--- src/rtl/mppt_pkg.sv ---
// Shared types, screen constants and decode helpers for the mouse position tracker.
package mppt_pkg;

    localparam int SCREEN_COLUMNS = 80;
    localparam int SCREEN_ROWS    = 25;

    localparam int BYTE_W  = 8;
    localparam int MOVE_W  = 9;
    localparam int COL_W   = 7;
    localparam int ROW_W   = 5;
    localparam int SCR_W   = 5;
    localparam int BTN_W   = 3;
    localparam int SUM_W   = MOVE_W + 1;

    localparam logic [COL_W-1:0] COL_MAX   = COL_W'(SCREEN_COLUMNS - 1);
    localparam logic [ROW_W-1:0] ROW_MAX   = ROW_W'(SCREEN_ROWS - 1);
    localparam logic [COL_W-1:0] COL_RESET = COL_W'(40);
    localparam logic [ROW_W-1:0] ROW_RESET = ROW_W'(12);
    localparam logic [3:0]       MAG_CAP   = 4'd15;

    localparam int FIFO_DEPTH = 2;
    localparam int FIFO_AW    = $clog2(FIFO_DEPTH);
    localparam int FIFO_CW    = $clog2(FIFO_DEPTH + 1);

    // One decoded packet, before acceleration and cursor update.
    typedef struct packed {
        logic        [BTN_W-1:0]  buttons;
        logic signed [MOVE_W-1:0] dx;
        logic signed [MOVE_W-1:0] dy;
        logic signed [SCR_W-1:0]  scroll;
    } t_pkt;

    function automatic logic [3:0] boost_lut(input logic [3:0] idx);
        logic [3:0] v;
        begin
            case (idx)
                4'd0, 4'd1, 4'd2:   v = 4'd0;
                4'd3, 4'd4, 4'd5:   v = 4'd1;
                4'd6, 4'd7:         v = 4'd2;
                4'd8:               v = 4'd3;
                4'd9:               v = 4'd4;
                4'd10:              v = 4'd5;
                4'd11:              v = 4'd6;
                4'd12:              v = 4'd8;
                4'd13:              v = 4'd10;
                4'd14:              v = 4'd12;
                default:            v = 4'd15;
            endcase
            return v;
        end
    endfunction

    // Magnitude-indexed acceleration; the boost carries the sign of the move.
    function automatic logic signed [MOVE_W-1:0] boost(input logic signed [MOVE_W-1:0] d);
        logic [MOVE_W-1:0]        mag;
        logic [3:0]               idx;
        logic signed [MOVE_W-1:0] b;
        begin
            mag = d[MOVE_W-1] ? MOVE_W'(-d) : MOVE_W'(d);
            idx = (mag > MOVE_W'(MAG_CAP)) ? MAG_CAP : mag[3:0];
            b   = $signed({{(MOVE_W-4){1'b0}}, boost_lut(idx)});
            return d[MOVE_W-1] ? MOVE_W'(d - b) : MOVE_W'(d + b);
        end
    endfunction

endpackage

--- src/rtl/mppt_front.sv ---
// Byte collector: gathers packet bytes and pushes one decoded packet record per packet.
module mppt_front (
    input  logic               i_clk,
    input  logic               i_rst_n,
    input  logic               i_cfg_valid,
    input  logic               i_cfg_wheel_mode,
    input  logic               i_data_valid,
    output logic               o_data_ready,
    input  logic [7:0]         i_data_byte,
    output logic               o_push,
    output mppt_pkg::t_pkt     o_pkt,
    input  logic               i_fifo_ready
);
    import mppt_pkg::*;

    logic              r_wheel_mode;
    logic [1:0]        r_byte_count;
    logic [1:0]        n_byte_count;
    logic [BYTE_W-1:0] r_bytes [3];
    logic              w_complete;
    logic              w_accept;
    logic [BYTE_W-1:0] w_ybyte;
    logic [3:0]        w_nib;

    // Final index is 2 in three-byte mode, 3 in wheel mode.
    assign w_complete   = r_byte_count >= {1'b1, r_wheel_mode};
    assign o_data_ready = !w_complete || i_fifo_ready;
    assign w_accept     = i_data_valid && o_data_ready;
    assign o_push       = w_accept && w_complete;

    assign w_ybyte = r_wheel_mode ? r_bytes[2] : i_data_byte;
    assign w_nib   = i_data_byte[3:0];

    always_comb begin
        o_pkt.buttons = r_bytes[0][BTN_W-1:0];
        o_pkt.dx      = $signed({r_bytes[1][BYTE_W-1], r_bytes[1]});
        o_pkt.dy      = MOVE_W'(-$signed({w_ybyte[BYTE_W-1], w_ybyte}));
        o_pkt.scroll  = r_wheel_mode ? SCR_W'(-$signed({w_nib[3], w_nib})) : '0;
    end

    always_comb begin
        n_byte_count = r_byte_count;
        if (w_accept) begin
            n_byte_count = w_complete ? 2'd0 : 2'(r_byte_count + 2'd1);
        end
    end

    always_ff @(posedge i_clk) begin
        if (!i_rst_n) begin
            r_wheel_mode <= 1'b0;
            r_byte_count <= 2'd0;
        end else begin
            r_byte_count <= n_byte_count;
            if (i_cfg_valid) begin
                r_wheel_mode <= i_cfg_wheel_mode;
            end
        end
    end

    always_ff @(posedge i_clk) begin
        if (w_accept && !w_complete) begin
            r_bytes[r_byte_count] <= i_data_byte;
        end
    end

    a_count_wraps: assert property (@(posedge i_clk) disable iff (!i_rst_n)
        o_push |=> r_byte_count == 2'd0)
        else $error("byte count did not restart after a packet");

endmodule

--- src/rtl/mppt_fifo.sv ---
// Short queue of decoded packet records between the collector and the cursor stage.
module mppt_fifo (
    input  logic           i_clk,
    input  logic           i_rst_n,
    input  logic           i_push,
    input  mppt_pkg::t_pkt i_pkt,
    output logic           o_ready,
    input  logic           i_pop,
    output logic           o_valid,
    output mppt_pkg::t_pkt o_pkt
);
    import mppt_pkg::*;

    t_pkt               r_mem [FIFO_DEPTH];
    logic [FIFO_AW-1:0] r_wr_ptr;
    logic [FIFO_AW-1:0] r_rd_ptr;
    logic [FIFO_CW-1:0] r_count;
    logic               w_push;
    logic               w_pop;

    assign o_ready = r_count != FIFO_CW'(FIFO_DEPTH);
    assign o_valid = r_count != '0;
    assign o_pkt   = r_mem[r_rd_ptr];
    assign w_push  = i_push && o_ready;
    assign w_pop   = i_pop && o_valid;

    always_ff @(posedge i_clk) begin
        if (!i_rst_n) begin
            r_wr_ptr <= '0;
            r_rd_ptr <= '0;
            r_count  <= '0;
        end else begin
            if (w_push) begin
                r_wr_ptr <= FIFO_AW'(r_wr_ptr + 1'b1);
            end
            if (w_pop) begin
                r_rd_ptr <= FIFO_AW'(r_rd_ptr + 1'b1);
            end
            case ({w_push, w_pop})
                2'b10:   r_count <= FIFO_CW'(r_count + 1'b1);
                2'b01:   r_count <= FIFO_CW'(r_count - 1'b1);
                default: r_count <= r_count;
            endcase
        end
    end

    always_ff @(posedge i_clk) begin
        if (w_push) begin
            r_mem[r_wr_ptr] <= i_pkt;
        end
    end

    a_no_overflow: assert property (@(posedge i_clk) disable iff (!i_rst_n)
        r_count <= FIFO_CW'(FIFO_DEPTH))
        else $error("queue count beyond depth");

    a_push_not_dropped: assert property (@(posedge i_clk) disable iff (!i_rst_n)
        i_push |-> o_ready)
        else $error("packet pushed into full queue");

endmodule

--- src/rtl/mppt_back.sv ---
// Cursor stage: applies acceleration, updates the saturating cursor, holds the result.
module mppt_back (
    input  logic                                i_clk,
    input  logic                                i_rst_n,
    input  logic                                i_valid,
    input  mppt_pkg::t_pkt                      i_pkt,
    output logic                                o_pop,
    output logic                                o_res_valid,
    input  logic                                i_res_ready,
    output logic [mppt_pkg::BTN_W-1:0]          o_buttons,
    output logic signed [mppt_pkg::MOVE_W-1:0]  o_move_x,
    output logic signed [mppt_pkg::MOVE_W-1:0]  o_move_y,
    output logic [mppt_pkg::COL_W-1:0]          o_pos_x,
    output logic [mppt_pkg::ROW_W-1:0]          o_pos_y,
    output logic signed [mppt_pkg::SCR_W-1:0]   o_scroll
);
    import mppt_pkg::*;

    logic                     r_valid;
    logic [COL_W-1:0]         r_col;
    logic [ROW_W-1:0]         r_row;
    logic [COL_W-1:0]         n_col;
    logic [ROW_W-1:0]         n_row;
    logic signed [MOVE_W-1:0] w_bx;
    logic signed [MOVE_W-1:0] w_by;
    logic signed [SUM_W-1:0]  w_sum_x;
    logic signed [SUM_W-1:0]  w_sum_y;
    logic [BTN_W-1:0]         r_buttons;
    logic signed [MOVE_W-1:0] r_move_x;
    logic signed [MOVE_W-1:0] r_move_y;
    logic signed [SCR_W-1:0]  r_scroll;

    assign o_pop = i_valid && (!r_valid || i_res_ready);

    assign w_bx    = boost(i_pkt.dx);
    assign w_by    = boost(i_pkt.dy);
    assign w_sum_x = $signed({{(SUM_W-COL_W){1'b0}}, r_col}) + SUM_W'(w_bx);
    assign w_sum_y = $signed({{(SUM_W-ROW_W){1'b0}}, r_row}) + SUM_W'(w_by);

    always_comb begin
        if (w_sum_x < 0) begin
            n_col = '0;
        end else if (w_sum_x > $signed({{(SUM_W-COL_W){1'b0}}, COL_MAX})) begin
            n_col = COL_MAX;
        end else begin
            n_col = w_sum_x[COL_W-1:0];
        end
        if (w_sum_y < 0) begin
            n_row = '0;
        end else if (w_sum_y > $signed({{(SUM_W-ROW_W){1'b0}}, ROW_MAX})) begin
            n_row = ROW_MAX;
        end else begin
            n_row = w_sum_y[ROW_W-1:0];
        end
    end

    always_ff @(posedge i_clk) begin
        if (!i_rst_n) begin
            r_valid <= 1'b0;
            r_col   <= COL_RESET;
            r_row   <= ROW_RESET;
        end else begin
            if (o_pop) begin
                r_valid <= 1'b1;
                r_col   <= n_col;
                r_row   <= n_row;
            end else if (i_res_ready) begin
                r_valid <= 1'b0;
            end
        end
    end

    always_ff @(posedge i_clk) begin
        if (o_pop) begin
            r_buttons <= i_pkt.buttons;
            r_move_x  <= w_bx;
            r_move_y  <= w_by;
            r_scroll  <= i_pkt.scroll;
        end
    end

    assign o_res_valid = r_valid;
    assign o_buttons   = r_buttons;
    assign o_move_x    = r_move_x;
    assign o_move_y    = r_move_y;
    assign o_pos_x     = r_col;
    assign o_pos_y     = r_row;
    assign o_scroll    = r_scroll;

    a_cursor_on_screen: assert property (@(posedge i_clk) disable iff (!i_rst_n)
        o_pop |=> (r_col <= COL_MAX) && (r_row <= ROW_MAX))
        else $error("cursor left the screen after an update");

    a_cursor_only_on_pop: assert property (@(posedge i_clk) disable iff (!i_rst_n)
        !o_pop |=> $stable(r_col) && $stable(r_row))
        else $error("cursor moved without a packet");

endmodule

--- src/rtl/mouse_packet_position_tracker_unit.sv ---
// Top level of the mouse packet decoder with saturating cursor tracking.
// A packet's result passes from the collector through the packet queue into the cursor stage's output register.
// Throughput: one byte per cycle unless a packet's last byte waits on a full packet queue; one result per packet.
// A two-entry packet queue lets byte intake continue while a result waits on the output.
// Reset (synchronous, active low): byte count 0, three-byte mode, cursor at column 40, row 12.
module mouse_packet_position_tracker_unit (
    input  logic                                i_clk,
    input  logic                                i_rst_n,
    input  logic                                i_cfg_valid,
    output logic                                o_cfg_ready,
    input  logic                                i_cfg_wheel_mode,
    input  logic                                i_data_valid,
    output logic                                o_data_ready,
    input  logic [7:0]                          i_data_byte,
    output logic                                o_res_valid,
    input  logic                                i_res_ready,
    output logic [mppt_pkg::BTN_W-1:0]          o_buttons,
    output logic signed [mppt_pkg::MOVE_W-1:0]  o_move_x,
    output logic signed [mppt_pkg::MOVE_W-1:0]  o_move_y,
    output logic [mppt_pkg::COL_W-1:0]          o_pos_x,
    output logic [mppt_pkg::ROW_W-1:0]          o_pos_y,
    output logic signed [mppt_pkg::SCR_W-1:0]   o_scroll
);
    import mppt_pkg::*;

    logic w_push;
    logic w_fifo_ready;
    logic w_fifo_valid;
    logic w_pop;
    t_pkt w_front_pkt;
    t_pkt w_back_pkt;

    assign o_cfg_ready = 1'b1;

    mppt_front u_front (
        .i_clk            (i_clk),
        .i_rst_n          (i_rst_n),
        .i_cfg_valid      (i_cfg_valid),
        .i_cfg_wheel_mode (i_cfg_wheel_mode),
        .i_data_valid     (i_data_valid),
        .o_data_ready     (o_data_ready),
        .i_data_byte      (i_data_byte),
        .o_push           (w_push),
        .o_pkt            (w_front_pkt),
        .i_fifo_ready     (w_fifo_ready)
    );

    mppt_fifo u_fifo (
        .i_clk   (i_clk),
        .i_rst_n (i_rst_n),
        .i_push  (w_push),
        .i_pkt   (w_front_pkt),
        .o_ready (w_fifo_ready),
        .i_pop   (w_pop),
        .o_valid (w_fifo_valid),
        .o_pkt   (w_back_pkt)
    );

    mppt_back u_back (
        .i_clk       (i_clk),
        .i_rst_n     (i_rst_n),
        .i_valid     (w_fifo_valid),
        .i_pkt       (w_back_pkt),
        .o_pop       (w_pop),
        .o_res_valid (o_res_valid),
        .i_res_ready (i_res_ready),
        .o_buttons   (o_buttons),
        .o_move_x    (o_move_x),
        .o_move_y    (o_move_y),
        .o_pos_x     (o_pos_x),
        .o_pos_y     (o_pos_y),
        .o_scroll    (o_scroll)
    );

endmodule

--- config.mk ---
export PLATFORM = sky130hd
export DESIGN_NAME = mouse_packet_position_tracker_unit
export DESIGN_NICKNAME = d
export VERILOG_FILES = /design/src/rtl/mppt_pkg.sv /design/src/rtl/mppt_front.sv /design/src/rtl/mppt_fifo.sv /design/src/rtl/mppt_back.sv /design/src/rtl/mouse_packet_position_tracker_unit.sv
export SDC_FILE = /design/constraint.sdc
export NUM_CORES = 1
export LEC_CHECK = 0
export BUFFER_PORTS_ARGS = -buffer_cell sky130_fd_sc_hd__buf_2
export CAP_MARGIN = 20
export CORE_MARGIN = 1.5
export CORE_UTILIZATION = 25
export CTS_CLUSTER_SIZE = 24
export DETAILED_ROUTE_END_ITERATION = 12
export GPL_ROUTABILITY_DRIVEN = 0
export SETUP_SLACK_MARGIN = 0.2
export SLEW_MARGIN = 15
export SYNTH_ARGS = -nofsm -noshare
export SYNTH_HDL_FRONTEND = slang
export SYNTH_SLANG_ARGS = --single-unit
--- constraint.sdc ---
create_clock -name i_clk -period 7 [get_ports i_clk]
set_input_delay 1.75 -clock i_clk [delete_from_list [all_inputs] [get_ports i_clk]]
set_output_delay 1.75 -clock i_clk [all_outputs]
set_load 0.01 [all_outputs]
# Word-level counts from Yosys, hierarchy flattened
# Memory sizes are Yosys's and may differ from the RTL's. A register that Yosys moved wholly into a read port is not among the register bits.
# Cells that the tools add are included.
[word_totals] reg_bits=46 latch_bits=0 ramBits=76 mem_bits_ro=128 in_bits=14 output_inout_bits=41 elab_cells=76 mem_count=4
[mem_list] name="(no name shown)" depth=16 width=4 read_ports=1 rd_clocked_by_memory_dff=0 write_ports=0 line="mppt_pkg.sv:36" rtl="case (idx)"
[mem_list] name="(no name shown)" depth=16 width=4 read_ports=1 rd_clocked_by_memory_dff=0 write_ports=0 line="mppt_pkg.sv:36"
[mem_list] name="u_fifo.r_mem" depth=2 width=26 read_ports=1 rd_clocked_by_memory_dff=1 write_ports=1 line="mppt_fifo.sv:14" rtl="t_pkt r_mem [FIFO_DEPTH];"
[mem_list] name="u_front.r_bytes" depth=3 width=8 read_ports=3 rd_clocked_by_memory_dff=0 write_ports=1 line="mppt_front.sv:19" rtl="logic [BYTE_W-1:0] r_bytes [3];"
[classes] addsub=15 mul=0 div=0 magnitude_cmp=7 eq_ne=3 shifts=0 mux=22 bitwise_logic=0 n_reduce_logical=13
[ops] op="$mux 9" n=4
[ops] op="$lt 10x1->1 const B" n=2
[ops] op="$add 9x5->9" n=2
[ops] op="$gt 9x4->1 const B" n=2
[ops] op="$neg 9->9" n=2
[ops] op="$sub 9x5->9" n=2
[ops] op="$mux 5" n=3
[ops] op="$mux 7" n=2
[ops] op="$add 6x9->10" n=1
[ops] op="$add 8x9->10" n=1
[ops] op="$gt 10x6->1 const B" n=1
[ops] op="$gt 10x8->1 const B" n=1
[ops] op="$neg 8->9" n=1
[ops] op="$mux 1" n=8
[ops] op="$mux 4" n=2
[ops] op="$mux 8" n=1
[ops] op="$logic_and 1x1->1" n=6
[ops] op="$reduce_bool 2->1" n=3
[ops] op="$neg 4->5" n=1
[ops] op="$add 2x1->2 const B" n=2
[ops] op="$pmux 2 s2" n=1
[ops] op="$add 1x1->1 const B" n=2
[ops] op="$eq 2x1->1 const B" n=1
[ops] op="$eq 2x2->1 const B" n=1
[ops] op="other kinds (6)" n=8

# Depth between registers and ports, before layout
# An unclocked memory read counts as a cell.
[logic_depth] depth_word=11 depth_mapped=30

# Cells and area by module
# Synthesis repeated with hierarchy kept, for this count alone.
[unflattened] cells_unflattened=557 area_unflattened_um2=6671.4
[by_module_without_submodules] mod="mppt_back" n_inst=1 cells_each=357 area_per_inst_um2=3393.3
[by_module_without_submodules] mod="mppt_fifo" n_inst=1 cells_each=105 area_per_inst_um2=2104.5
[by_module_without_submodules] mod="mppt_front" n_inst=1 cells_each=93 area_per_inst_um2=1162.4
[by_module_without_submodules] mod="mouse_packet_position_tracker_unit" n_inst=1 cells_each=2 area_per_inst_um2=11.3

# Worst setup path before layout
# OpenSTA, ideal clock, no wires.
[synth_timing] path_type="flip-flop to flip-flop" start="register (tool-made name)" end="register u_back.r_col[2] (netlist: u_back.o_pos_x[2])" arrival_ps=6317 required_time_ps=6880 path_slack_ps=563 stages_incl_launch_ff=29 n_path_buf=3 period_less_slack_ps=6437 cell_sequence="dfxtp_1 buf_2 buf_4 buf_2 mux2i_1 ha_1 nor4bb_1 a2111oi_0 a211o_2 nand2_1 ha_1 o31ai_1 a21oi_1 ha_1 o21a_1 fa_1 nor2b_1 o21ai_0 a21oi_1 o21ai_0 nand2b_1 xor2_1 ha_1 a21oi_1 o21ai_0 or3_1 a21oi_1 o22ai_2 o31a_1"
[synth_rtl] element="end signal, assigned" line="mppt_back.sv:65" rtl="r_col <= n_col;"
[synth_rtl] element="end, declared" line="mppt_back.sv:20" rtl="logic [COL_W-1:0] r_col;"

==> flow_summary.ini <==
[layout]
drive_gt1_frac = 0.207
regArea_sq_um = 3280
n_antenna_cell = 0
multi_input_area_sq_um = 3370
nFillCells = 2721
fin_nets = 741
area_growth_pct = 19.2

[die]
die_w_um = 168
die_y_um = 168
pin_count = 55
dieArea_sq_um = 28300
coreArea_sq_um = 26900
placementRows = 60
initial_core_util = 0.254

[synth]
synth_cells = 611
synth_fa_ha_area_frac = 0.0944
ys_ff_latch = 116
synth_cell_types = 83
synth_edf_count = 95
yosysSeqAreaShare = 0.480
synth_top_area_cell = edfxtp_1
synth_flop_cell = edfxtp_1
synth.most_common_cell = edfxtp_1
async_flop_share = 0
synth.top_cells.by_area = edfxtp_1 (42%), ha_1 (8.3%), dfxtp_1 (6.2%)
yosysWarningCount = 0
synthSimpleGateAreaFrac = 0.139
ys_top_cells_by_count = edfxtp_1 (95), nor2_1 (48), ha_1 (45)
synth_nets = 674
yosys.area.top_type_share = 0.419
synthMuxAreaShare = 0.0694
synth_area_sq_um = 6820
synth_area_per_cell_sq_um = 11.2
synthXorXnorAreaFrac = 0.0420
synth_top_family_by_area = compound AO/OA/AOI/OAI gates
synth-compound-area-share = 0.142

[sta]
rsz0062_at_grt = no
setup_viol = 0
holdWs_ps = 449
slew_headroom = 0.371
slew_viol_final = 0
fin_tns_setup_ps = 0
timing.fmax_mhz = 157
min_period_over_period = 0.912
hold_violations = 0
finClkSkew_ps = 13.2
period_needed_ps = 6390
worst_pin_slew_ps = 942

[power_and_ir_drop]
internal-power_uw = 2130
combPwrFrac = 0.484
power.net_switching_uw = 1380
vdd_ir_drop_max_mv = 0.292
switching_share = 0.394
p_per_area_nw_per_um2 = 432
pwr-share-clk = 0.238
leakage_uw = 0.00311
power_frac_seq = 0.278

[clock_tree]
cts-hold-fix-buffers = 0
clockRootBuffer = clkbuf_16
htree_levels = 4
clock_path_buffers = 2
cts.clk_slew.worst_paths_ps = 60
numClockSinks = 116
cts_tree = built
cts_made_buffers = 17
clk_latency_ps = 420

[detailed_routing]
top_layer_used = met4
wl_mm = 13.7
drtIter0Drc = 400
drt-met1-wl_mm = 7.10
avgRoutedWirePerCell_um = 13.2
drc = 0
viasPerCell = 4.57
first_pass_iters = 5
wl_met2_mm = 5.69
detail-route-antenna-nets = 0
wl_met3_um = 736
vias = 4712

[worst_setup_path]
rr_worst_depth = 21
crit_required_ps = 7290
path_cells = buf_4 -> mux2_2 -> nor4_1 -> a31oi_2 -> nand2b_1 -> ha_1 -> mux2i_1 -> a211oi_2 -> ha_1 -> o21a_1 -> fa_1 -> inv_1 -> ha_1 -> a21o_1 -> a21oi_1 -> nor2b_1 -> o21a_1 -> or3_1 -> a2111o_1 -> mux2_4 -> a311o_1
endpoint_kind = register
cp.depth = 21
start_kind = register
crit_top_cell = ha_1
timing.reg2reg.setup_slack_ps = 610
crit_type = register to register
cpMaxStageDelayCell = fa_1
path_buf_inv = 2
cp_data_arrival_time_ps = 6680
reg2reg_to = u_back.o_pos_y[4]$_SDFFE_PN0P_
cp_max_fo = 19
cpPeakStageDelay_ps = 560
path_delay_family = compound AO/OA/AOI/OAI gates

[min_path]
hp-class = register to register
hold-path-cell-count = 0
whs_endpoint = u_fifo.r_mem[0][23]$_DFFE_PP_
hold_start = u_front.r_bytes[0][0]$_DFFE_PP_

[placed_design]
dp_hpwl_mm = 9.98
io_buffers = 53

[status]
status = complete, no violations

[global_route]
grt_usage = 0.0994
overflow = 0
grt_pass1_wl_mm = 22.3
antenna_found_initial = 0
grt_pass1_vias = 4480
grt_max_degree = 34

[job]
maxCapViolCount = 0
## how the worst max path moves through the flow
stage / start / endpoint
after global placement: register / u_back.o_pos_x[2]$_SDFFE_PN0P_
final: register / u_back.o_pos_y[4]$_SDFFE_PN0P_
after CTS: register / u_back.o_pos_x[2]$_SDFFE_PN0P_
after floorplan: register / u_back.o_pos_x[2]$_SDFFE_PN0P_
after global routing: register / u_back.o_pos_y[4]$_SDFFE_PN0P_
after detailed placement: register / u_back.o_pos_x[2]$_SDFFE_PN0P_
## layout by cell type (no fill, tap or decap), drive strengths merged, types with 21 or more instances in the layout
cell type and count:
o21ai 31, nor2 48, a21oi 37, xnor2 23, nand2 27, dfxtp 21
edfxtp 95, buf 62, ha 45, mux2i 25, inv 48
## final cells by class
cell class / instances / share of cell area
multi-input combinational: 441 / 0.414
sequential: 116 / 0.403
clock buffer: 18 / 0.0528
tap: 341 / 0.0525
timing repair buffer: 62 / 0.0410
inverter: 40 / 0.0185
clock inverter: 14 / 0.0173
## cells by family after synthesis
| group | count (synthesis) |
|---|---|
| buffers and inverters | 54 |
| other | 1 |
| XOR/XNOR | 31 |
| flip-flops | 116 |
| multiplexers | 43 |
| adder cells (fa/ha/maj) | 49 |
| AND/OR/NAND/NOR | 177 |
| AO/OA/AOI/OAI | 140 |
## power by group through the flow
stage	combinational (uW)	clock (uW)	sequential [uW]
floorplan	1260	0	1010
global placement	1660	0	988
detailed placement	1680	0	990
CTS	1690	855	976
global route	1910	888	988
finish	1700	836	975
## sequential cells by signal, summed over array words and instances, names as in the netlist, named ones only
name and count:
u_back.o_pos_x 7, u_fifo.r_wr_ptr 1, u_back.o_move_y 9, u_fifo.r_rd_ptr 1, u_back.o_pos_y 5, u_front.r_bytes 19, u_back.o_move_x 9, u_fifo.r_mem 50
u_back.o_scroll 5, u_front.r_wheel_mode 1, u_back.o_buttons 3, u_front.r_byte_count 2, u_back.o_res_valid 1, u_fifo.r_count 2
## repair_timing
action	in CTS	in global routing
setup endpoints to repair	0	12
setup buffers	0	0
resized for setup	0	10
## per-layer routing
metal,track usage,up-vias
met5,0,-
met4,0.0272,0
met3,0.0296,13
met2,0.147,100
met1,0.140,2201
li1,-,2398
## per-stage QoR
stage	power, uW	cells	cell area, sq um	util	worst slack (ps)
floorplan	2260	611	6820	-	563
global placement	2650	1000	7510	0.279	495
detailed placement	2660	1000	7510	0.279	354
CTS	3520	1032	8080	0.301	321
global route	3780	1032	8120	0.302	251
finish	3510	1032	8120	0.302	613
(Power assumes the default switching activity.)
